==> src/design/modexp_pkg.sv <==
// shared constants for the modular exponentiation block
package modexp_pkg;

    localparam int unsigned DATA_W     = 32;
    localparam int unsigned CFG_ADDR_W = 3;

    // register select is the word index of the byte address
    localparam logic REG_MODULUS  = 1'b0;
    localparam logic REG_EXPONENT = 1'b1;

    localparam logic [DATA_W-1:0] RESET_MODULUS  = 32'd3233;
    localparam logic [DATA_W-1:0] RESET_EXPONENT = 32'd17;

endpackage

==> src/design/modexp_mulmod.sv <==
// bit-serial interleaved modular multiplier, one multiplier bit per cycle
module modexp_mulmod #(
    parameter int unsigned OPERAND_WIDTH = 32
) (
    input  logic                     i_clk,
    input  logic                     i_rst_n,
    input  logic                     i_start,
    input  logic [OPERAND_WIDTH-1:0] i_a,
    input  logic [OPERAND_WIDTH-1:0] i_b,
    input  logic [OPERAND_WIDTH-1:0] i_m,
    output logic                     o_done,
    output logic [OPERAND_WIDTH-1:0] o_result
);

    localparam int unsigned W  = OPERAND_WIDTH;
    localparam int unsigned CW = $clog2(W);

    logic [W-1:0]  r_a;
    logic [W-1:0]  r_b;
    logic [W-1:0]  r_m;
    logic [W-1:0]  r_acc;
    logic [CW-1:0] r_cnt;
    logic          r_busy;
    logic          r_done;

    logic [W+1:0]  t_sum;
    logic [W+2:0]  t_d1;
    logic [W+2:0]  t_d2;
    logic [W-1:0]  n_acc;

    // acc stays below m; 2*acc + b is below 3m, so at most two subtractions
    always_comb begin
        t_sum = {1'b0, r_acc, 1'b0} + (r_a[W-1] ? {2'b00, r_b} : {(W+2){1'b0}});
        t_d1  = {1'b0, t_sum} - {3'b000, r_m};
        t_d2  = {1'b0, t_sum} - {2'b00, r_m, 1'b0};
        if (!t_d2[W+2]) begin
            n_acc = t_d2[W-1:0];
        end else if (!t_d1[W+2]) begin
            n_acc = t_d1[W-1:0];
        end else begin
            n_acc = t_sum[W-1:0];
        end
    end

    always_ff @(posedge i_clk) begin
        if (!i_rst_n) begin
            r_busy <= 1'b0;
            r_done <= 1'b0;
        end else if (i_start) begin
            r_busy <= 1'b1;
            r_done <= 1'b0;
        end else if (r_busy) begin
            if (r_cnt == '0) begin
                r_busy <= 1'b0;
                r_done <= 1'b1;
            end
        end else begin
            r_done <= 1'b0;
        end
    end

    always_ff @(posedge i_clk) begin
        if (i_start) begin
            r_a   <= i_a;
            r_b   <= i_b;
            r_m   <= i_m;
            r_acc <= '0;
            r_cnt <= CW'(W - 1);
        end else if (r_busy) begin
            r_acc <= n_acc;
            r_a   <= {r_a[W-2:0], 1'b0};
            r_cnt <= r_cnt - 1'b1;
        end
    end

    assign o_done   = r_done;
    assign o_result = r_acc;

endmodule

==> src/design/modular_exponentiation_top.sv <==
// modular exponentiation by right-to-left square-and-multiply
// steps: the base reduction, then per exponent bit a square and, if set, a multiply,
//   stopping after the highest set bit: at most 2*OPERAND_WIDTH multiplies
// zero exponent or modulus below two: no multiply, the result goes straight to S_DONE
// throughput: one item at a time; a new base is taken while the previous result waits
// reset: synchronous active low, registers return to modulus 3233 and exponent 17
module modular_exponentiation_top #(
    parameter int unsigned OPERAND_WIDTH = 32
) (
    input  logic                                  i_clk,
    input  logic                                  i_rst_n,
    // input channel
    input  logic                                  i_in_valid,
    output logic                                  o_in_stall,
    input  logic [modexp_pkg::DATA_W-1:0]         i_base_value,
    // output channel
    output logic                                  o_out_valid,
    input  logic                                  i_out_stall,
    output logic [modexp_pkg::DATA_W-1:0]         o_power_result,
    // configuration port
    input  logic                                  psel,
    input  logic                                  penable,
    input  logic                                  pwrite,
    input  logic [modexp_pkg::CFG_ADDR_W-1:0]     paddr,
    input  logic [modexp_pkg::DATA_W-1:0]         pwdata,
    output logic [modexp_pkg::DATA_W-1:0]         prdata,
    output logic                                  pready
);

    localparam int unsigned W = OPERAND_WIDTH;

    localparam logic [2:0] S_IDLE = 3'd0;
    localparam logic [2:0] S_RED  = 3'd1;
    localparam logic [2:0] S_DISP = 3'd2;
    localparam logic [2:0] S_MUL  = 3'd3;
    localparam logic [2:0] S_SQR  = 3'd4;
    localparam logic [2:0] S_DONE = 3'd5;

    logic [modexp_pkg::DATA_W-1:0] r_modulus;
    logic [modexp_pkg::DATA_W-1:0] r_exponent;

    logic [2:0]   r_state;
    logic [W-1:0] r_e;
    logic [W-1:0] r_acc;
    logic [W-1:0] r_b;
    logic [W-1:0] r_res;
    logic         r_mul_done;
    logic         r_out_valid;
    logic [W-1:0] r_out;

    logic         t_in_acc;
    logic         t_out_load;
    logic [W-1:0] t_mod;
    logic [W-1:0] t_exp;
    logic         t_trivial;
    logic         mm_start;
    logic [W-1:0] mm_a;
    logic [W-1:0] mm_b;
    logic         mm_done;
    logic [W-1:0] mm_res;

    // configuration registers
    assign pready = 1'b1;
    assign prdata = (paddr[2] == modexp_pkg::REG_EXPONENT) ? r_exponent : r_modulus;

    always_ff @(posedge i_clk) begin
        if (!i_rst_n) begin
            r_modulus  <= modexp_pkg::RESET_MODULUS;
            r_exponent <= modexp_pkg::RESET_EXPONENT;
        end else if (psel && penable && pwrite && pready) begin
            unique case (paddr[2])
                modexp_pkg::REG_MODULUS:  r_modulus  <= pwdata;
                modexp_pkg::REG_EXPONENT: r_exponent <= pwdata;
                default:                  r_modulus  <= r_modulus;
            endcase
        end
    end

    assign t_mod     = r_modulus[W-1:0];
    assign t_exp     = r_exponent[W-1:0];
    // zero exponent gives one; modulus of zero or one gives zero
    assign t_trivial = (t_exp == '0) || (t_mod[W-1:1] == '0);

    assign o_in_stall = (r_state != S_IDLE);
    assign t_in_acc   = i_in_valid && !o_in_stall;
    assign t_out_load = (r_state == S_DONE) && (!r_out_valid || !i_out_stall);

    // multiplier requests
    always_comb begin
        mm_start = 1'b0;
        mm_a     = r_b;
        mm_b     = r_b;
        if (r_state == S_IDLE) begin
            mm_start = t_in_acc && !t_trivial;
            mm_a     = i_base_value[W-1:0];
            mm_b     = W'(1);
        end else if (r_state == S_DISP) begin
            mm_start = (r_e != '0);
            if (r_e[0] && !r_mul_done) begin
                mm_a = r_acc;
            end
        end
    end

    modexp_mulmod #(
        .OPERAND_WIDTH(W)
    ) u_mulmod (
        .i_clk    (i_clk),
        .i_rst_n  (i_rst_n),
        .i_start  (mm_start),
        .i_a      (mm_a),
        .i_b      (mm_b),
        .i_m      (t_mod),
        .o_done   (mm_done),
        .o_result (mm_res)
    );

    always_ff @(posedge i_clk) begin
        if (!i_rst_n) begin
            r_state <= S_IDLE;
        end else begin
            unique case (r_state)
                S_IDLE: begin
                    if (t_in_acc) begin
                        r_e <= t_exp;
                        if (t_exp == '0) begin
                            r_res   <= W'(1);
                            r_state <= S_DONE;
                        end else if (t_trivial) begin
                            r_res   <= '0;
                            r_state <= S_DONE;
                        end else begin
                            r_state <= S_RED;
                        end
                    end
                end
                S_RED: begin
                    if (mm_done) begin
                        r_b        <= mm_res;
                        r_acc      <= W'(1);
                        r_mul_done <= 1'b0;
                        r_state    <= S_DISP;
                    end
                end
                S_DISP: begin
                    if (r_e == '0) begin
                        r_res   <= r_acc;
                        r_state <= S_DONE;
                    end else if (r_e[0] && !r_mul_done) begin
                        r_state <= S_MUL;
                    end else begin
                        r_state <= S_SQR;
                    end
                end
                S_MUL: begin
                    if (mm_done) begin
                        r_acc      <= mm_res;
                        r_mul_done <= 1'b1;
                        // no higher bits left: skip the final square
                        if (r_e[W-1:1] == '0) begin
                            r_e <= '0;
                        end
                        r_state <= S_DISP;
                    end
                end
                S_SQR: begin
                    if (mm_done) begin
                        r_b        <= mm_res;
                        r_e        <= {1'b0, r_e[W-1:1]};
                        r_mul_done <= 1'b0;
                        r_state    <= S_DISP;
                    end
                end
                S_DONE: begin
                    if (t_out_load) begin
                        r_state <= S_IDLE;
                    end
                end
                default: r_state <= S_IDLE;
            endcase
        end
    end

    // output register holds a beat until it is taken
    always_ff @(posedge i_clk) begin
        if (!i_rst_n) begin
            r_out_valid <= 1'b0;
        end else if (t_out_load) begin
            r_out_valid <= 1'b1;
        end else if (!i_out_stall) begin
            r_out_valid <= 1'b0;
        end
    end

    always_ff @(posedge i_clk) begin
        if (t_out_load) begin
            r_out <= r_res;
        end
    end

    assign o_out_valid    = r_out_valid;
    assign o_power_result = modexp_pkg::DATA_W'(r_out);

endmodule

==> config.mk <==
export PLATFORM = sky130hd
export DESIGN_NAME = modular_exponentiation_top
export DESIGN_NICKNAME = d
export VERILOG_FILES = /design/src/design/modexp_pkg.sv /design/src/design/modexp_mulmod.sv /design/src/design/modular_exponentiation_top.sv
export SDC_FILE = /design/constraint.sdc
export NUM_CORES = 1
export LEC_CHECK = 0
export BUFFER_PORTS_ARGS = -buffer_cell sky130_fd_sc_hd__buf_2
export CAP_MARGIN = 20
export CORE_UTILIZATION = 60
export CTS_BUF_LIST = sky130_fd_sc_hd__clkbuf_8
export CTS_CLUSTER_DIAMETER = 50
export DETAILED_ROUTE_END_ITERATION = 8
export PLACE_DENSITY_LB_ADDON = 0.2
export SLEW_MARGIN = 20
export SYNTH_ARGS = -nofsm -noshare
export SYNTH_HDL_FRONTEND = slang
export SYNTH_SLANG_ARGS = --single-unit
==> constraint.sdc <==
create_clock -name i_clk -period 11.3 [get_ports i_clk]
set_input_delay 1.695 -clock i_clk [delete_from_list [all_inputs] [get_ports i_clk]]
set_output_delay 1.695 -clock i_clk [all_outputs]
set_load 0.01 [all_outputs]
Word-level counts from Yosys, hierarchy flattened
Cells that the tools add are included.
Operators by class
  $add $sub $neg: 4
  eq/ne operators: 16
  muxes and demuxes: 40
  bitwise logic cells: 3
  reductions and logical operators: 37
Operators by type and width (count)
  32-bit 2-to-1 mux: 19
  32-bit one-hot mux with 2 select lines: 2
  32-bit one-hot mux with 3 select lines: 1
  32-bit logical NOT: 2
  31-bit logical NOT: 2
  34-bit by 32-bit subtractor with 35-bit output: 1
  34-bit by 33-bit subtractor with 35-bit output: 1
  33-bit by 34-bit adder with 34-bit output: 1
  32-bit nonzero test: 1
  3-bit 2-to-1 mux: 7
  2-bit by 1-bit inequality test with 1-bit output, second input constant: 7
  3-bit one-hot mux with 4 select lines: 1
  1-bit 2-to-1 mux: 9
  4-bit AND reduction: 2
  2-bit nonzero test: 4
  3-bit by 2-bit == test with 1-bit output, second input constant: 2
  3-bit == test, second input constant: 2
  1-bit logical AND: 6
  2-bit inequality test, second input constant: 3
  3-bit AND reduction: 2
  6-bit AND reduction: 1
  3-bit nonzero test: 2
  3-bit OR reduction: 2
  1-bit logical NOT: 5
  other kinds (11): 15
Storage, ports and cells
  register bits after elaboration: 364
  input port bits: 74
  output and inout bits: 67
  word-level logic and storage cells: 117

Longest topological paths before layout
  depth after elaboration: 6
  depth in mapped cells: 26
  depth with buffers taken out: 25

Modules after synthesis
A second synthesis with hierarchy kept.
Unflattened totals
  cell total of the unflattened synthesis: 1923
  area, all modules: 20302.0 sq um
Modules (own cells, without submodules)
  modexp_mulmod: times used 1, cells each 1090, area an instance 10492.6 sq um, seq. area each 3663.5 sq um
  modular_exponentiation_top: times used 1, cells each 833, area an instance 9809.4 sq um, seq. area each 6195.9 sq um

Worst setup path after synthesis
OpenSTA, ideal clock, no wires.
  path kind: register to register
  start point: register u_mulmod.r_a[31]
  end point: register u_mulmod.r_acc[22], in the netlist u_mulmod.o_result[22]
  library setup time: 0.122 ns
  data arrival time: 5.077 ns
  data required time: 11.178 ns
  slack: 6.101 ns
  stages on the path, launching flop included: 25
  path buffers: 2
  clock period less this slack: 5.199 ns
  cells stage by stage: edfxtp_1 clkbuf_1 and2_1 ha_1 a21o_1 or3_1 o211ai_1 nor2_1 o21a_1 a21oi_1 o21ai_0 xor2_1 ha_1 a21o_1 a21o_1 a21o_1 or3_1 o221ai_1 nor3_1 nor4b_4 buf_6 nor2_1 a21oi_1 nor2_1 a221o_1
Between the ends
  word-level cells in the longest chain between the ends: 5
  elaborated cells between the ends (all ways): 6
  classes of those cells: 3 x add/sub; 3 x mux
Ends and longest elaborated chain
  from (decl): line modexp_mulmod.sv:18  | logic [W-1:0] r_a;
  from (signal assigned): line modexp_mulmod.sv:64  | r_a <= i_a;
  from (signal assigned): line modexp_mulmod.sv:71  | r_a <= {r_a[W-2:0], 1'b0};
  32-bit 2-to-1 mux (*): line modexp_mulmod.sv:33  | t_sum = {1'b0, r_acc, 1'b0} + (r_a[W-1] ? {2'b00, r_b} : {(W+2){1'b0}});
  33-bit by 34-bit adder with 34-bit output (*): line modexp_mulmod.sv:33
  34-bit by 32-bit subtractor with 35-bit output: line modexp_mulmod.sv:34  | t_d1 = {1'b0, t_sum} - {3'b000, r_m};
  32-bit 2-to-1 mux: line modexp_mulmod.sv:38  | end else if (!t_d1[W+2]) begin
  32-bit 2-to-1 mux (*): line modexp_mulmod.sv:36  | if (!t_d2[W+2]) begin
  to (signal assigned): line modexp_mulmod.sv:70  | r_acc <= n_acc;
  to (decl): line modexp_mulmod.sv:21  | logic [W-1:0] r_acc;
Mark *: on every way between the ends. The rest lies on a longest branch, timed or not.
A chain may end at the register's enable or synchronous reset.

Final worst setup path
  start point: register u_mulmod.r_a[31]
  end point: register u_mulmod.r_acc[27], in the netlist u_mulmod.o_result[27]
The elaborated chain is that of the path after synthesis.

==> reports/summary.txt <==
Routed wl met2: 21930 um
Max Used Layer: met4
R2r startpoint: u_mulmod.r_a[31]
Final cell count without fillers: 2503
Worst Tran Pin Value: 1.065 ns
CTS buffer count: 59
Final wirelength: 48140 um
Fillers: 2441
Worst r2r dst: u_mulmod.o_result[27]
CTS root buffer: clkbuf_8
ANT cells: 0
Slew margin rel.: 0.2897
Die height: 182.4 um
Post-CTS resize count: 0
Layout cells sized above 1: 0.1431
Most common cell after layout, fill and taps aside: edfxtp_1
H-tree Lvls: 2
Hold Buf Count CTS: 0
Clock tree buffer depth: 3
Async SR Flop Fraction: 0
Yosys reg bits: 364
Post-Syn Instances: 1892
Antenna violations before repair: 0
Die Width: 182.4 um
Setup TNS: 0 ns
First-pass iteration count of the detailed router: 6
Num ports: 141
First-pass GRT wire length: 77680 um
Critical Path RT: 11.75 ns
Most used flip-flop cell after synthesis: edfxtp_1
Power density cells: 224.7 nW/um^2
Fin util: 0.6842
Hold crit path type: reg -> reg
Core area: 31800 sq um
CTS tree: built
Startpoint Class: flip-flop
Final hold viol count: 0
Skew final: 0.02731 ns
GR Overflow Total: 0
CP Max Fanout: 43
Worst path arrival time: 7.40 ns
Area grow syn2layout: 11.47%
Pin count of the biggest net entering global routing: 95
Setup repair bufs after CTS: 0
Sinks on Clock Net: 364
Vias in the first global route: 14530
Final hold slack: 0.4118 ns
Residual DRC count: 0
Drt wl/cell: 19.23 um
Via/cell ratio: 5.998
Post-synth EDFFs: 257
Overall Power: 4.888 mW
Crit. End Element: flip-flop
Multi-input logic area: 9087 sq um
Syn Area/Cell: 10.32 sq um
VDD IR max: 0.1279 mV
GRT Overall Usage: 0.2940
Max-cap viol count: 0
Crit Path Category: reg -> reg
Initial Util: 0.6138
IO Port Bufs: 137
Critical hold path startpoint: r_res[17]
M1 WL: 21890 um
Hold path depth: 0
Synth cell types: 75
Max Fclk: 143.8 MHz
FF-to-FF setup slack: 4.35 ns
Later-pin clock latency in the skew report: 0.62 ns
Status: finished, final reports clean
Ys Warns: 0
Total die area: 33260 sq um
Final min period: 6.954 ns
DP Cell Count: 2391
Via count: 15012
GP Congestion: 0.9275
Register area: 9861 sq um
Worst-path clk slew: 0.07 ns
WL met3: 2887 um
Synth Net Count: 2065
Mapped Area: 19520 sq um
Worst hold endpoint: o_power_result[17]
DP Wirelength: 34570 um
Row cnt: 65
Leak: 8.937 nW
Most frequent cells in the layout: edfxtp_1, nand2_1, buf_2
Final period util: 0.6154
# nets final: 2190
RSZ-0062 raised after global routing: false
Post-route ant nets: 0
Post-synthesis sequential area ratio: 0.5051
Iter 0 DRT Violations: 1379
FF-to-FF path depth: 25
Final setup vio count: 0
Final Max Slew Viols: 0
-- how the worst max path moves through the flow --
stage	from	endpoint	cells past startpoint
floorplan	u_mulmod.r_a[31]	u_mulmod.o_result[22]	24
global placement	u_mulmod.r_a[31]	u_mulmod.o_result[27]	25
detailed placement	u_mulmod.r_a[31]	u_mulmod.o_result[27]	25
CTS	u_mulmod.r_a[31]	u_mulmod.o_result[27]	25
global route	u_mulmod.r_a[31]	u_mulmod.o_result[27]	25
finish	u_mulmod.r_a[31]	u_mulmod.o_result[27]	25
-- stage by stage --
stage	area [sq um]	worst slack, ns
floorplan	19520	6.101
global placement	20590	4.518
detailed placement	20600	4.396
CTS	21750	4.339
global route	21760	3.691
finish	21760	4.346
-- cells by family after synthesis --
group / after synthesis / share of synthesized area
simple gates: 615 / 0.1528
buf+inv: 162 / 0.03256
flops: 364 / 0.5051
other cells: 1 / 0.0001921
fa+ha+maj: 99 / 0.06462
mux: 44 / 0.02474
compound gates: 522 / 0.1818
xor+xnor: 85 / 0.03814
-- power breakdown --
group | internal [mW] | total (mW) | switching, mW
Combinational | 0.855 | 2.13 | 1.28
Sequential | 1.55 | 1.65 | 0.0950
Clock | 0.576 | 1.11 | 0.534
Total | 2.98 | 4.89 | 1.91
-- state kept, by name (all words and copies together), names as in the netlist, 3 cells and up --
register and cells:
o_power_result 32, r_acc 32, r_b 32, r_e 32
r_exponent 32, r_modulus 32, r_res 32, r_state 3
u_mulmod.o_result 32, u_mulmod.r_a 32, u_mulmod.r_b 32, u_mulmod.r_cnt 5
u_mulmod.r_m 32
-- layout make-up --
| class | instances | share of cell area |
|---|---|---|
| sequential | 364 | 0.4532 |
| multi-input combinational | 1366 | 0.4177 |
| timing repair buffer | 160 | 0.03945 |
| clock buffer | 61 | 0.03859 |
| tap | 435 | 0.02502 |
| clock inverter | 51 | 0.01466 |
| inverter | 66 | 0.01139 |
-- worst max-delay path, stage by stage (launching register included) --
cell and delay [ns]:
edfxtp_1 0.88, and2_1 0.27, ha_1 0.17, inv_1 0.05, fa_1 0.39, nand2b_1 0.18, a21oi_1 0.25, o211ai_1 0.18
nor2_1 0.31, o21a_1 0.20, a21oi_1 0.13, o21ai_0 0.23, xor2_1 0.33, ha_1 0.36, a21o_1 0.18, a21o_1 0.16
a21o_1 0.19, or3_1 0.37, o221ai_1 0.28, nor3_1 0.14, nor4b_4 0.21, buf_4 0.45, inv_2 0.25, mux2_1 0.36
mux2i_1 0.15, a211oi_1 0.09
-- layer usage --
metal / vias to the layer above / global-route usage
met3: 86 / 0.03592
met4: 0 / 0.09815
met1: 7129 / 0.4157
li1: 7274 / -
met5: - / 0
met2: 523 / 0.4710
-- Yosys cell counts, types with 3 or more instances --
cell	number	area [sq um]
edfxtp_1	257	7717
nand2_1	226	848.3
dfxtp_1	107	2142
a21oi_1	104	520.5
nor2_1	104	390.4
ha_1	96	1201
clkbuf_1	82	307.8
and3_1	68	425.4
and2_1	66	412.9
a21boi_0	64	480.5
inv_1	64	240.2
xnor2_1	51	446.7
a22oi_1	49	367.9
a21o_1	48	360.4
o21ai_0	44	220.2
a31oi_1	42	262.8
xor2_1	34	297.8
nand3_1	33	165.2
a22o_1	32	280.3
mux2_2	32	360.4
nor3_1	30	150.1
o21ai_1	29	145.1
nor4_1	25	156.4
a211oi_1	18	135.1
nor2b_1	17	106.4
o21a_1	15	112.6
nand2b_1	13	81.33
nand4_1	13	81.33
o21bai_1	13	97.59
o211ai_1	12	90.09
mux2i_1	10	100.1
buf_2	7	35.03
o31ai_1	6	45.04
a221o_1	5	50.05
o22ai_1	5	31.28
a211o_1	4	35.03
o221ai_1	4	35.03
or3_1	4	25.02
a32oi_1	3	26.28
buf_1	3	11.26
buf_4	3	22.52
fa_1	3	60.06
nand3b_1	3	22.52
nor3b_1	3	22.52
No activity file was read; power rests on OpenSTA's default activity.
